## src/wde_pkg.sv

```systemverilog
// Shared constants, codes and handshake structs for the windowed derivative estimator.
// No dependencies; every other file of the block imports this package.
`default_nettype none

package wde_pkg;

  // Ring and field sizes.
  localparam int MAX_WINDOW = 32;
  localparam int RING_DEPTH = MAX_WINDOW + 1;
  localparam int SLOT_W     = $clog2(RING_DEPTH);
  localparam int SAMPLE_W   = 16;
  localparam int STEP_W     = 16;
  localparam int ENTRY_W    = SAMPLE_W + STEP_W;
  localparam int FRAC_W     = 16;
  localparam int VALUE_W    = 32;
  localparam int NUM_W      = SAMPLE_W + FRAC_W;
  localparam int SUM_W      = $clog2((MAX_WINDOW + 1) * (1 << STEP_W));
  localparam int DIFF_W     = SAMPLE_W + 1;

  // Configuration registers.
  localparam int WIN_W      = 6;
  localparam int GAIN_W     = 17;
  localparam int CFG_IDX_W  = 1;
  localparam int CFG_DATA_W = 17;
  localparam int CMP_W      = (WIN_W > SLOT_W) ? WIN_W : SLOT_W;
  localparam int PROD_W     = VALUE_W + GAIN_W + 1;

  localparam logic [WIN_W-1:0]   WIN_RESET  = WIN_W'(4);
  localparam logic [GAIN_W-1:0]  GAIN_RESET = GAIN_W'(32768);
  localparam logic [GAIN_W-1:0]  GAIN_ONE   = GAIN_W'(65536);

  localparam logic [CFG_IDX_W-1:0] CFG_WINDOW = CFG_IDX_W'(0);
  localparam logic [CFG_IDX_W-1:0] CFG_GAIN   = CFG_IDX_W'(1);

  localparam logic REQ_SAMPLE = 1'b0;
  localparam logic REQ_CLEAR  = 1'b1;

  // Divider request and response.
  typedef struct packed {
    logic             start;
    logic [NUM_W-1:0] num;
    logic [SUM_W-1:0] den;
  } div_req_t;

  typedef struct packed {
    logic             busy;
    logic             done;
    logic [NUM_W-1:0] quot;
  } div_rsp_t;

endpackage

`default_nettype wire

```

## src/wde_if.sv

```systemverilog
// Request and result channel interfaces of the windowed derivative estimator.
// Depends on wde_pkg for the field widths.
`default_nettype none

interface wde_in_if;
  import wde_pkg::*;

  logic                       valid;
  logic                       ready;
  logic                       req_type;
  logic signed [SAMPLE_W-1:0] sample;
  logic [STEP_W-1:0]          time_step;

  modport source (output valid, output req_type, output sample, output time_step,
                  input ready);
  modport sink   (input valid, input req_type, input sample, input time_step,
                  output ready);
endinterface

interface wde_out_if;
  import wde_pkg::*;

  logic                      valid;
  logic                      ready;
  logic signed [VALUE_W-1:0] value;
  logic                      is_ready;

  modport source (output valid, output value, output is_ready, input ready);
  modport sink   (input valid, input value, input is_ready, output ready);
endinterface

`default_nettype wire

```

## src/wde_ring_mem.sv

```systemverilog
// Synchronous ring memory holding sample and time step per slot, one write and one read port.
// Depends on wde_pkg for depth and widths.
`default_nettype none

module wde_ring_mem (
  input  wire logic                          clk_i,
  input  wire logic                          we_i,
  input  wire logic [wde_pkg::SLOT_W-1:0]    waddr_i,
  input  wire logic [wde_pkg::ENTRY_W-1:0]   wdata_i,
  input  wire logic [wde_pkg::SLOT_W-1:0]    raddr_i,
  output logic      [wde_pkg::ENTRY_W-1:0]   rdata_o
);
  import wde_pkg::*;

  logic [ENTRY_W-1:0] mem [RING_DEPTH];

  always_ff @(posedge clk_i) begin
    if (we_i) begin
      mem[waddr_i] <= wdata_i;
    end
  end

  always_ff @(posedge clk_i) begin
    rdata_o <= mem[raddr_i];
  end

endmodule

`default_nettype wire

```

## src/wde_div.sv

```systemverilog
// Restoring unsigned divider, one quotient bit per cycle.
// Depends on wde_pkg for the request and response structs.
`default_nettype none

module wde_div (
  input  wire logic              clk_i,
  input  wire logic              rst_ni,
  input  wire wde_pkg::div_req_t req_i,
  output wde_pkg::div_rsp_t      rsp_o
);
  import wde_pkg::*;

  localparam int CNT_W = $clog2(NUM_W);

  logic             busy_q, done_q;
  logic [CNT_W-1:0] cnt_q;
  logic [SUM_W:0]   rem_q, rem_sh;
  logic [NUM_W-1:0] quo_q;
  logic [SUM_W-1:0] den_q;
  logic             fits;

  // Bring down the next numerator bit and try the subtraction.
  assign rem_sh = {rem_q[SUM_W-1:0], quo_q[NUM_W-1]};
  assign fits   = (rem_sh >= {1'b0, den_q});

  always_ff @(posedge clk_i or negedge rst_ni) begin
    if (!rst_ni) begin
      busy_q <= 1'b0;
      done_q <= 1'b0;
      cnt_q  <= '0;
    end else begin
      done_q <= 1'b0;
      if (req_i.start) begin
        busy_q <= 1'b1;
        cnt_q  <= CNT_W'(NUM_W - 1);
      end else if (busy_q) begin
        cnt_q <= cnt_q - 1'b1;
        if (cnt_q == '0) begin
          busy_q <= 1'b0;
          done_q <= 1'b1;
        end
      end
    end
  end

  always_ff @(posedge clk_i) begin
    if (req_i.start) begin
      rem_q <= '0;
      quo_q <= req_i.num;
      den_q <= req_i.den;
    end else if (busy_q) begin
      rem_q <= fits ? (rem_sh - {1'b0, den_q}) : rem_sh;
      quo_q <= {quo_q[NUM_W-2:0], fits};
    end
  end

  assign rsp_o.busy = busy_q;
  assign rsp_o.done = done_q;
  assign rsp_o.quot = quo_q;

endmodule

`default_nettype wire

```

## src/windowed_derivative_estimator.sv

```systemverilog
// Top level of the windowed derivative estimator: control sequencer, ring memory and filter.
// Depends on wde_pkg, wde_if, wde_ring_mem and wde_div.
`default_nettype none

// The block takes one request at a time. A sample request goes into a ring of window_length+1
// slots kept in a single synchronous memory: the sample and its time step are written at the
// current slot in the cycle the request is taken, and the slot one window back is read in the
// same cycle. A running sum of the last window_length time steps is updated from that read,
// and the difference of samples, scaled to Q16.16, is divided by the sum in a restoring divider
// that produces one quotient bit per cycle over 32 steps. The quotient is saturated to 32 bits
// and fed to an exponential filter built from two registered multiplies. Once filtering is
// live, a sample request passes through the read, divide, saturate, two multiply and final
// states before the result stage; before the first wrap the filter states are skipped. The
// next request is taken only after the result is loaded. Clear requests and requests with a
// window of one skip the divider and go straight to the result stage. The result sits in an
// output register, so a new request is taken while an earlier result waits to be delivered.
// A window of one returns the sample with is_ready high; otherwise results read 0 with
// is_ready low until the ring first wraps; at that wrap the filter is seeded with the raw
// derivative, and from the next sample on the filtered value is delivered with is_ready high.
// The memory needs no clearing pass after reset or a clear: a slot read before the ring has
// wrapped is known to be unwritten and is taken as zero. Writing window_length clears the
// ring, sum, filter and ready flag just as a clear request does; writes to registers are
// expected only while the block is idle.
module windowed_derivative_estimator (
  input  wire logic                            clk_i,
  input  wire logic                            rst_ni,
  wde_in_if.sink                               in_if,
  wde_out_if.source                            out_if,
  input  wire logic                            cfg_we_i,
  input  wire logic [wde_pkg::CFG_IDX_W-1:0]   cfg_idx_i,
  input  wire logic [wde_pkg::CFG_DATA_W-1:0]  cfg_wdata_i
);
  import wde_pkg::*;

  // Sequencer states.
  localparam logic [2:0] S_IDLE = 3'd0;
  localparam logic [2:0] S_READ = 3'd1;
  localparam logic [2:0] S_DIV  = 3'd2;
  localparam logic [2:0] S_SAT  = 3'd3;
  localparam logic [2:0] S_MUL1 = 3'd4;
  localparam logic [2:0] S_MUL2 = 3'd5;
  localparam logic [2:0] S_FIN  = 3'd6;
  localparam logic [2:0] S_OUT  = 3'd7;

  logic [2:0] state_q, state_d;

  // Configuration.
  logic [WIN_W-1:0]  win_q;
  logic [GAIN_W-1:0] gain_q;
  logic [CMP_W-1:0]  win_c;
  logic [SLOT_W-1:0] len;
  logic [GAIN_W-1:0] g_eff;
  logic              cfg_clear;

  // Block state.
  logic [SLOT_W-1:0]          slot_q;
  logic [SUM_W-1:0]           sum_q;
  logic signed [VALUE_W-1:0]  filt_q;
  logic                       ready_q;

  // Per-request working registers.
  logic signed [SAMPLE_W-1:0] s_q;
  logic [STEP_W-1:0]          dt_q;
  logic                       rd_is0_q;
  logic                       neg_q;
  logic signed [VALUE_W-1:0]  d_q;
  logic signed [PROD_W-1:0]   p1_q;
  logic signed [PROD_W-1:0]   acc_q;
  logic signed [VALUE_W-1:0]  res_q;
  logic                       live_q;

  // Output register.
  logic                       out_valid_q;
  logic signed [VALUE_W-1:0]  out_value_q;
  logic                       out_live_q;

  // Memory ports.
  logic                       mem_we;
  logic [SLOT_W-1:0]          rd_slot;
  logic [ENTRY_W-1:0]         mem_rdata;

  logic                       accept;
  logic                       out_free;
  logic                       old_valid;
  logic signed [SAMPLE_W-1:0] old_s;
  logic [STEP_W-1:0]          old_dt;
  logic [SUM_W-1:0]           sum_d;
  logic signed [DIFF_W-1:0]   diff;
  logic [DIFF_W-1:0]          mag;
  logic signed [VALUE_W-1:0]  d_sat;
  logic signed [PROD_W-1:0]   acc_adj;
  logic signed [VALUE_W-1:0]  filt_new;

  div_req_t div_req;
  div_rsp_t div_rsp;

  // Effective window, clamped to 1..MAX_WINDOW, and gain, clamped to one.
  always_comb begin
    win_c = CMP_W'(win_q);
    if (win_c == '0) begin
      len = SLOT_W'(1);
    end else if (win_c > CMP_W'(MAX_WINDOW)) begin
      len = SLOT_W'(MAX_WINDOW);
    end else begin
      len = SLOT_W'(win_c);
    end
    g_eff = (gain_q > GAIN_ONE) ? GAIN_ONE : gain_q;
  end

  assign accept   = in_if.valid && in_if.ready;
  assign out_free = !out_valid_q || out_if.ready;

  // The slot one window back is the slot after the one being written, wrapping at len.
  assign rd_slot  = (slot_q == len) ? '0 : slot_q + 1'b1;
  assign mem_we   = accept && (in_if.req_type == REQ_SAMPLE) && (len != SLOT_W'(1));

  wde_ring_mem u_ring (
    .clk_i   (clk_i),
    .we_i    (mem_we),
    .waddr_i (slot_q),
    .wdata_i ({in_if.sample, in_if.time_step}),
    .raddr_i (rd_slot),
    .rdata_o (mem_rdata)
  );

  // Before the first wrap only slot zero has been written among the slots we read back, and
  // only at the wrap itself; every other read is of a slot not yet written and is taken as zero.
  assign old_valid = ready_q || rd_is0_q;
  assign old_s     = old_valid ? $signed(mem_rdata[ENTRY_W-1:STEP_W]) : '0;
  assign old_dt    = old_valid ? mem_rdata[STEP_W-1:0] : '0;
  assign sum_d     = sum_q + SUM_W'(dt_q) - SUM_W'(old_dt);
  assign diff      = DIFF_W'(s_q) - DIFF_W'(old_s);
  assign mag       = diff[DIFF_W-1] ? DIFF_W'(-diff) : DIFF_W'(diff);

  assign div_req.start = (state_q == S_READ);
  assign div_req.num   = {mag[SAMPLE_W-1:0], FRAC_W'(0)};
  assign div_req.den   = sum_d;

  wde_div u_div (
    .clk_i  (clk_i),
    .rst_ni (rst_ni),
    .req_i  (div_req),
    .rsp_o  (div_rsp)
  );

  // Apply the sign and saturate; a zero time sum gives zero.
  always_comb begin
    if (sum_q == '0) begin
      d_sat = '0;
    end else if (neg_q) begin
      if (div_rsp.quot > {1'b1, (VALUE_W-1)'(0)}) begin
        d_sat = {1'b1, (VALUE_W-1)'(0)};
      end else begin
        d_sat = -$signed(div_rsp.quot);
      end
    end else if (div_rsp.quot[VALUE_W-1]) begin
      d_sat = {1'b0, {(VALUE_W-1){1'b1}}};
    end else begin
      d_sat = $signed(div_rsp.quot);
    end
  end

  // Divide the filter accumulator by 65536, truncating toward zero.
  assign acc_adj  = acc_q + (acc_q[PROD_W-1] ? PROD_W'((1 << FRAC_W) - 1) : PROD_W'(0));
  assign filt_new = acc_adj[FRAC_W +: VALUE_W];

  assign in_if.ready = (state_q == S_IDLE);

  always_comb begin
    state_d = state_q;
    case (state_q)
      S_IDLE: begin
        if (accept) begin
          if (in_if.req_type == REQ_CLEAR || len == SLOT_W'(1)) begin
            state_d = S_OUT;
          end else begin
            state_d = S_READ;
          end
        end
      end
      S_READ: state_d = S_DIV;
      S_DIV: begin
        if (div_rsp.done) begin
          state_d = S_SAT;
        end
      end
      S_SAT:  state_d = ready_q ? S_MUL1 : S_OUT;
      S_MUL1: state_d = S_MUL2;
      S_MUL2: state_d = S_FIN;
      S_FIN:  state_d = S_OUT;
      S_OUT: begin
        if (out_free) begin
          state_d = S_IDLE;
        end
      end
      default: state_d = S_IDLE;
    endcase
  end

  assign cfg_clear = cfg_we_i && (cfg_idx_i == CFG_WINDOW);

  // Control state.
  always_ff @(posedge clk_i or negedge rst_ni) begin
    if (!rst_ni) begin
      state_q     <= S_IDLE;
      win_q       <= WIN_RESET;
      gain_q      <= GAIN_RESET;
      slot_q      <= '0;
      sum_q       <= '0;
      filt_q      <= '0;
      ready_q     <= 1'b0;
      out_valid_q <= 1'b0;
    end else begin
      state_q <= state_d;
      if (cfg_we_i) begin
        case (cfg_idx_i)
          CFG_WINDOW: win_q  <= cfg_wdata_i[WIN_W-1:0];
          CFG_GAIN:   gain_q <= cfg_wdata_i[GAIN_W-1:0];
          default: ;
        endcase
      end
      if (cfg_clear || (accept && in_if.req_type == REQ_CLEAR)) begin
        slot_q  <= '0;
        sum_q   <= '0;
        filt_q  <= '0;
        ready_q <= 1'b0;
      end else begin
        if (mem_we) begin
          slot_q <= rd_slot;
        end
        if (state_q == S_READ) begin
          sum_q <= sum_d;
        end
        if (state_q == S_SAT && !ready_q && rd_is0_q) begin
          ready_q <= 1'b1;
          filt_q  <= d_sat;
        end
        if (state_q == S_FIN) begin
          filt_q <= filt_new;
        end
      end
      if (state_q == S_OUT && out_free) begin
        out_valid_q <= 1'b1;
      end else if (out_if.ready) begin
        out_valid_q <= 1'b0;
      end
    end
  end

  // Datapath registers.
  always_ff @(posedge clk_i) begin
    if (accept) begin
      s_q      <= in_if.sample;
      dt_q     <= in_if.time_step;
      rd_is0_q <= (rd_slot == '0);
      res_q    <= (in_if.req_type == REQ_SAMPLE && len == SLOT_W'(1)) ?
                  VALUE_W'(in_if.sample) : '0;
      live_q   <= (in_if.req_type == REQ_SAMPLE && len == SLOT_W'(1));
    end
    if (state_q == S_READ) begin
      neg_q <= diff[DIFF_W-1];
    end
    if (state_q == S_SAT) begin
      d_q    <= d_sat;
      res_q  <= '0;
      live_q <= 1'b0;
    end
    if (state_q == S_MUL1) begin
      p1_q <= d_q * $signed({1'b0, g_eff});
    end
    if (state_q == S_MUL2) begin
      acc_q <= p1_q + filt_q * $signed({1'b0, GAIN_ONE - g_eff});
    end
    if (state_q == S_FIN) begin
      res_q  <= filt_new;
      live_q <= 1'b1;
    end
    if (state_q == S_OUT && out_free) begin
      out_value_q <= res_q;
      out_live_q  <= live_q;
    end
  end

  assign out_if.valid    = out_valid_q;
  assign out_if.value    = out_value_q;
  assign out_if.is_ready = out_live_q;

  // The divider only ever reports completion while the sequencer waits for it.
  assert property (@(posedge clk_i) disable iff (!rst_ni)
    div_rsp.done |-> state_q == S_DIV)
    else $error("divider finished outside the divide state");

  // The ready flag is set only when the ring wraps during a sample request.
  assert property (@(posedge clk_i) disable iff (!rst_ni)
    $rose(ready_q) |-> $past(state_q) == S_SAT && $past(rd_is0_q))
    else $error("ready flag set without a ring wrap");

  // A clear request goes straight to the result stage.
  assert property (@(posedge clk_i) disable iff (!rst_ni)
    accept && in_if.req_type == REQ_CLEAR |=> state_q == S_OUT && !ready_q)
    else $error("clear request did not clear and complete");

  // Leaving the result stage always presents a result.
  assert property (@(posedge clk_i) disable iff (!rst_ni)
    state_q == S_OUT && out_free |=> out_valid_q && state_q == S_IDLE)
    else $error("result stage left without loading the output register");

endmodule

`default_nettype wire
```

## src/flat_wrapper.sv

```systemverilog
// flat-port wrapper written by rule: the top's interface ports become plain ports
module windowed_derivative_estimator_flat import wde_pkg::*;
  (clk_i, rst_ni, cfg_we_i, cfg_idx_i, cfg_wdata_i, in_if_valid, in_if_req_type, in_if_sample, in_if_time_step, in_if_ready, out_if_valid, out_if_value, out_if_is_ready, out_if_ready);
  wde_in_if in_if_i ();
  wde_out_if out_if_i ();
  input  wire logic clk_i;
  input  wire logic rst_ni;
  input  wire logic cfg_we_i;
  input  wire logic [wde_pkg::CFG_IDX_W-1:0] cfg_idx_i;
  input  wire logic [wde_pkg::CFG_DATA_W-1:0] cfg_wdata_i;
  input wire logic [$bits(in_if_i.valid)-1:0] in_if_valid;
  input wire logic [$bits(in_if_i.req_type)-1:0] in_if_req_type;
  input wire logic [$bits(in_if_i.sample)-1:0] in_if_sample;
  input wire logic [$bits(in_if_i.time_step)-1:0] in_if_time_step;
  output wire logic [$bits(in_if_i.ready)-1:0] in_if_ready;
  output wire logic [$bits(out_if_i.valid)-1:0] out_if_valid;
  output wire logic [$bits(out_if_i.value)-1:0] out_if_value;
  output wire logic [$bits(out_if_i.is_ready)-1:0] out_if_is_ready;
  input wire logic [$bits(out_if_i.ready)-1:0] out_if_ready;
  assign in_if_i.valid = in_if_valid;
  assign in_if_i.req_type = in_if_req_type;
  assign in_if_i.sample = in_if_sample;
  assign in_if_i.time_step = in_if_time_step;
  assign in_if_ready = in_if_i.ready;
  assign out_if_valid = out_if_i.valid;
  assign out_if_value = out_if_i.value;
  assign out_if_is_ready = out_if_i.is_ready;
  assign out_if_i.ready = out_if_ready;
  windowed_derivative_estimator u_core (.clk_i(clk_i), .rst_ni(rst_ni), .in_if(in_if_i), .out_if(out_if_i), .cfg_we_i(cfg_we_i), .cfg_idx_i(cfg_idx_i), .cfg_wdata_i(cfg_wdata_i));
endmodule
```

## config.mk

```make
export PLATFORM = sky130hd
export DESIGN_NAME = windowed_derivative_estimator_flat
export DESIGN_NICKNAME = d
export VERILOG_FILES = /design/src/wde_pkg.sv /design/src/wde_if.sv /design/src/wde_ring_mem.sv /design/src/wde_div.sv /design/src/windowed_derivative_estimator.sv /design/src/flat_wrapper.sv
export SDC_FILE = /design/constraint.sdc
export NUM_CORES = 2
export LEC_CHECK = 0
export ABC_AREA = 1
export BUFFER_PORTS_ARGS = -buffer_cell sky130_fd_sc_hd__buf_4
export CORE_MARGIN = 2
export CORE_UTILIZATION = 45
export CTS_CLUSTER_SIZE = 24
export DETAILED_ROUTE_END_ITERATION = 8
export PLACE_DENSITY = 0.58
export SYNTH_ARGS = -nofsm -noshare
export SYNTH_HDL_FRONTEND = slang
export SYNTH_SLANG_ARGS = --single-unit
```

## constraint.sdc

```tcl
create_clock -name clk_i -period 9.76 [get_ports clk_i]
set_clock_uncertainty 0.1 [all_clocks]
set_input_delay 0.976 -clock clk_i [delete_from_list [all_inputs] [get_ports clk_i]]
set_output_delay 0.976 -clock clk_i [all_outputs]
set_load 0.02 [all_outputs]
```

# Word level (Yosys, flattened, before mapping)
# Memory sizes are Yosys's and may differ from the RTL's. A register that Yosys moved wholly into a read port is not among the register bits.
# Cells that the tools add are included.
# word_totals
output_inout_bits	35
rom_bits	0
memories	1
inputBits	56
ramBits	1056
word_cells	138
latch_bits	0
regBits	403
# memory_table
memory	depth	width	rd	rd_ports_with_merged_regs	wr	line	text
u_core.u_ring.mem	33	32	1	1	1	wde_ring_mem.sv:15	logic [ENTRY_W-1:0] mem [RING_DEPTH];
# op_classes
shift	0
mux	48
magnitude_cmp	4
bitwise	2
n_eq_ne	13
mul	2
addsub	11
n_div	0
reduce_logical	31
# op_table
op	count
$mux 32	12
$mul 32x18->50	2
$mux 22	3
$mux 16	4
$add 50x50->50	1
$add 48x48->48	1
$gt 32x32->1 const B	1
$neg 32->32	1
$mux 31	1
$mux 6	5
$pmux 3 s8	1
$ge 23x22->1	1
$add 22x16->22	1
$logic_not 22->1	1
$sub 22x16->22	1
$sub 22x22->22	1
$gt 17x17->1 const B	1
$mux 17	1
$sub 16x16->17	1
$sub 17x17->17 const A	1
$neg 16->16	1
$mux 1	14
$eq 3x3->1 const B	4
$logic_not 6->1	2
other kinds (23)	49

# Logic depth before layout (Yosys ltp)
# logic_depth
depth_word	9
ltp_mapped	40
ltp_nobuf	39

# Hierarchy
# A second synthesis with hierarchy kept.
# unflattened
cells_unflattened	11884
area_unflattened_um2	108405.2
# by_module_without_submodules
mod	seq_area_each_um2	cells_per_inst	area_each_um2	instances
windowed_derivative_estimator	9131.3	7625	59930.0	1
wde_ring_mem	32351.0	3581	43375.4	1
wde_div	2237.1	678	5099.9	1

# Worst setup path after synthesis
# OpenSTA, ideal clock, no wires.
# synth_timing
path_type	register to register
start	register u_core.gain_q[2]
end	register u_core.acc_q[39] (data pin)
arrival_ns	7.191
path_stages_with_launch	37
setup_slack_ns	2.212
synth_period_minus_slack_ns	7.548
setup_ns	0.256
required_time_ns	9.404
cell_sequence	dfrtp_1 or2_1 nor3_2 nand4_1 nand2_2 buf_6 nand2_1 clkbuf_1 ha_1 nand2_1 inv_2 nand2_1 nand2_2 inv_2 buf_2 nand2_1 fa_1 fa_1 fa_1 fa_1 inv_1 fa_1 inv_1 fa_1 inv_1 ha_1 nand2_1 nor2_1 nand4_1 o21ai_0 a21oi_1 o21bai_1 nand2_1 nor2_1 nor2_1 nand2_1 nand2_1
# synth_via
elab_chain_cells	5
# synth_lines
element	line	text
from (decl)	windowed_derivative_estimator.sv:49	logic [GAIN_W-1:0] gain_q;
from (signal assigned)	windowed_derivative_estimator.sv:218	CFG_GAIN: gain_q <= cfg_wdata_i[GAIN_W-1:0];
$gt 17x17->1	windowed_derivative_estimator.sv:107	g_eff = (gain_q > GAIN_ONE) ? GAIN_ONE : gain_q;
$mux 17 (*)	windowed_derivative_estimator.sv:107	
$sub 17x17->17 (*)	windowed_derivative_estimator.sv:272	acc_q <= p1_q + filt_q * $signed({1'b0, GAIN_ONE - g_eff});
$mul 32x18->50 (*)	windowed_derivative_estimator.sv:272	
$add 50x50->50 (*)	windowed_derivative_estimator.sv:272	
to (signal assigned)	windowed_derivative_estimator.sv:272	
to (decl)	windowed_derivative_estimator.sv:68	logic signed [PROD_W-1:0] acc_q;
# Mark *: on every way between the ends. The rest lies on a longest branch, timed or not.
# A chain may end at the register's enable or synchronous reset.

# Final worst setup path
# Ends and elaborated chain as after synthesis.

==> flow_summary.ini <==
[outcome]
status = finished clean

[die]
die_height_um = 496
initial_core_util = 0.453
core_um2 = 241000
die_area_um2 = 246000
pin_count = 91
row_count = 180
die_w_um = 496

[synthesis]
synthCells = 11700
syn_nets = 13200
ys_seq_elements = 1490
synthTopCellsByArea = edfxtp_1, fa_1, inv_1
synth-edff-count = 1324
async_flop_share = 0.0638
yosysSeqAreaShare = 0.399
synth_top_cell_by_area = edfxtp_1
synth_area_um2 = 109000
avgSynthCellArea_um2 = 9.30
synth_top_area_frac = 0.365
ys_warn_count = 0
synth_cell_types = 62
synth_flop_cell = edfxtp_1

[placement]
dp_cells = 14700
dp_slack_ns = 0.912
gp_congestion = 1.01
dp_hpwl_um = 251000
portBuffers = 90

[cts]
cts_tree = yes
htree_levels = 4
cts_made_buffers = 167
cts_buffer_depth = 3
clock_latency_ns = 0.87
cts_sinks = 1490
clk_pin_slew_ns = 0.08
cts-root-buf = clkbuf_16
cts_setup_buffers = 0

[cells_and_area]
syn2layout_area_growth_pct = 8.63
utilization = 0.492
largestRegisters = u_core.u_ring.mem x1056, u_core.p1_q x50, u_core.acc_q x49
post_layout_nonfiller_instances = 15000
layout-drive-gt1-share = 0.0641
top_register = u_core.u_ring.mem
fin_nets = 13100
largest_reg_flops = 1056
fillCellCount = 22600

[routing]
drt_iter0_drc = 7550
post_drt_wl_per_cell_um = 24.3
post_drt_via_cell_ratio = 5.43
drc = 0
ant_nets = 0
wirelength_um = 364000
num_vias = 81400
drtPass1Iterations = 7

[worst_hold_path]
min_to = u_core.gain_q[10]
hp-start = cfg_wdata_i[10]
hold_path_depth = 2
hold_path.class = input pin to flip-flop

[setup_path]
slowest_delay_ns = 0.78
end_kind = flip-flop
rr_worst_depth = 32
timing.rr.end = u_core.acc_q[39]
r2r_slack_ns = 0.80
cpLargestDelayFamily = simple AND/OR/NAND/NOR gates
critPathBufInv = 5
arrival_ns = 9.42
cp_max_fo = 17
cpMaxStageDelayCell = nand4_1
r2r_start = u_core.gain_q[2]
required_ns = 10.22
path_class = flip-flop to flip-flop
cp-start-kind = flip-flop

[sta]
hold_violations = 0
rsz0062_at_grt = false
fmax_mhz = 112
worstMarginPinSlew_ns = 1.32
final.period_utilization = 0.918
setup_viol = 0
setup_tns_ns = 0
maxSlewViolCount = 0
min_period_ns = 8.96
setup_slack_ns = 0.801
relSlewSlack = 0.118

[grt]
grt_pass1_vias = 83800
groute.usage.overall = 0.299
grt_max_degree = 215
antenna_found_initial = 15
grt_pass1_wl_um = 542000
grt_overflow_total = 0

[job]
drv_cap = 0
[kinds of logic (layout without fill, tap and decap cells)]
kind of cell | Yosys count | in the layout | share of synthesized area
other | 0 | 9 | 0
adder cells (fa/ha/maj) | 1436 | 1436 | 0.241
flip-flops | 1490 | 1490 | 0.399
buffers and inverters | 3085 | 3145 | 0.110
XOR/XNOR | 153 | 153 | 0.0123
multiplexers | 10 | 10 | 0.00103
AO/OA/AOI/OAI | 867 | 867 | 0.0468
AND/OR/NAND/NOR | 4690 | 4690 | 0.189
[placed cells by master (no fill, tap or decap), types with 92 or more instances in the layout]
cell,netlist,routed
inv_1,2547,2547
nand2_1,2122,2122
edfxtp_1,1324,1324
fa_1,1106,1106
nand3_1,1046,1046
nor2_1,945,908
ha_1,330,329
o21ai_0,310,310
a21oi_1,268,268
buf_4,22,244
nand3b_1,219,219
or2_2,170,170
clkbuf_16,0,168
o2111ai_1,100,100
xor2_1,97,96
dfrtp_1,93,92
[area by class of cell]
type,instances,area (um^2),share of cell area
multi-input cells,7156,53900,0.455
inverters,2587,9720,0.0821
well taps,3185,3990,0.0336
clock inverters,81,875,0.00738
diodes,9,22.5,0.000190
flip-flops and latches,1490,43600,0.368
clock buffers,226,4470,0.0378
repair buffers,251,1960,0.0166
[how the worst max path moves through the flow]
| stage | from | cells past startpoint | to | slack (ns) |
|---|---|---|---|---|
| finish | u_core.gain_q[2] | 32 | u_core.acc_q[39] | 0.80 |
| global route | u_core.gain_q[4] | 33 | u_core.acc_q[46] | 0.38 |
| CTS | u_core.gain_q[4] | 32 | u_core.acc_q[44] | 0.90 |
| detailed placement | u_core.gain_q[4] | 32 | u_core.acc_q[44] | 0.91 |
| global placement | u_core.gain_q[12] | 32 | u_core.acc_q[44] | 0.99 |
| floorplan | u_core.gain_q[2] | 36 | u_core.acc_q[39] | 2.21 |
[metrics by stage]
step | hold WS, ns | instance area (um^2)
2_1_floorplan | 0.300 | 109000
3_3_place_gp | 0.301 | 113000
3_5_place_dp | 0.305 | 113000
4_1_cts | 0.253 | 118000
5_1_grt | 0.260 | 118000
6_report | 0.299 | 118000
[repair_timing]
action / in CTS / in global routing
hold endpoints to repair: 13 / 0
gates resized for setup: 0 / 0
hold buffers: 1 / 0
[worst reg2reg max path, delay by kind of cell, from the launching register on]
family          cells  cell delay [ns]
fa+ha+maj           7             3.07
compound gates      3             0.84
flops               1             0.38
buf+inv             5             0.52
simple gates       17             3.82
[synthesized netlist by cell type (21+ instances only)]
cell type and count:
nor4_1 27, o21bai_1 24, xnor2_1 56, o21ai_0 310, dfxtp_1 71, edfxtp_1 1324
nand4_1 68, inv_1 2547, a21oi_1 268, nor3_1 52, buf_1 32, or2_2 170
clkbuf_1 265, inv_2 23, dfrtp_1 93, buf_4 22, nand2_1 2122, a31oi_1 33
a21o_1 21, nor2_1 945, fa_1 1106, nand3_1 1046, o2111ai_1 100, nand3b_1 219
ha_1 330, buf_2 158, xor2_1 97
[layer usage]
| layer | global-route usage | routed length, um |
|---|---|---|
| met4 | 0.163 | 23600 |
| met5 | 0 | 100 |
| met2 | 0.502 | 174000 |
| met1 | 0.371 | 141000 |
| met3 | 0.0471 | 25300 |
Power is not shown: default switching activity piles up to over one toggle a cycle in this logic, so the estimate is an artifact.
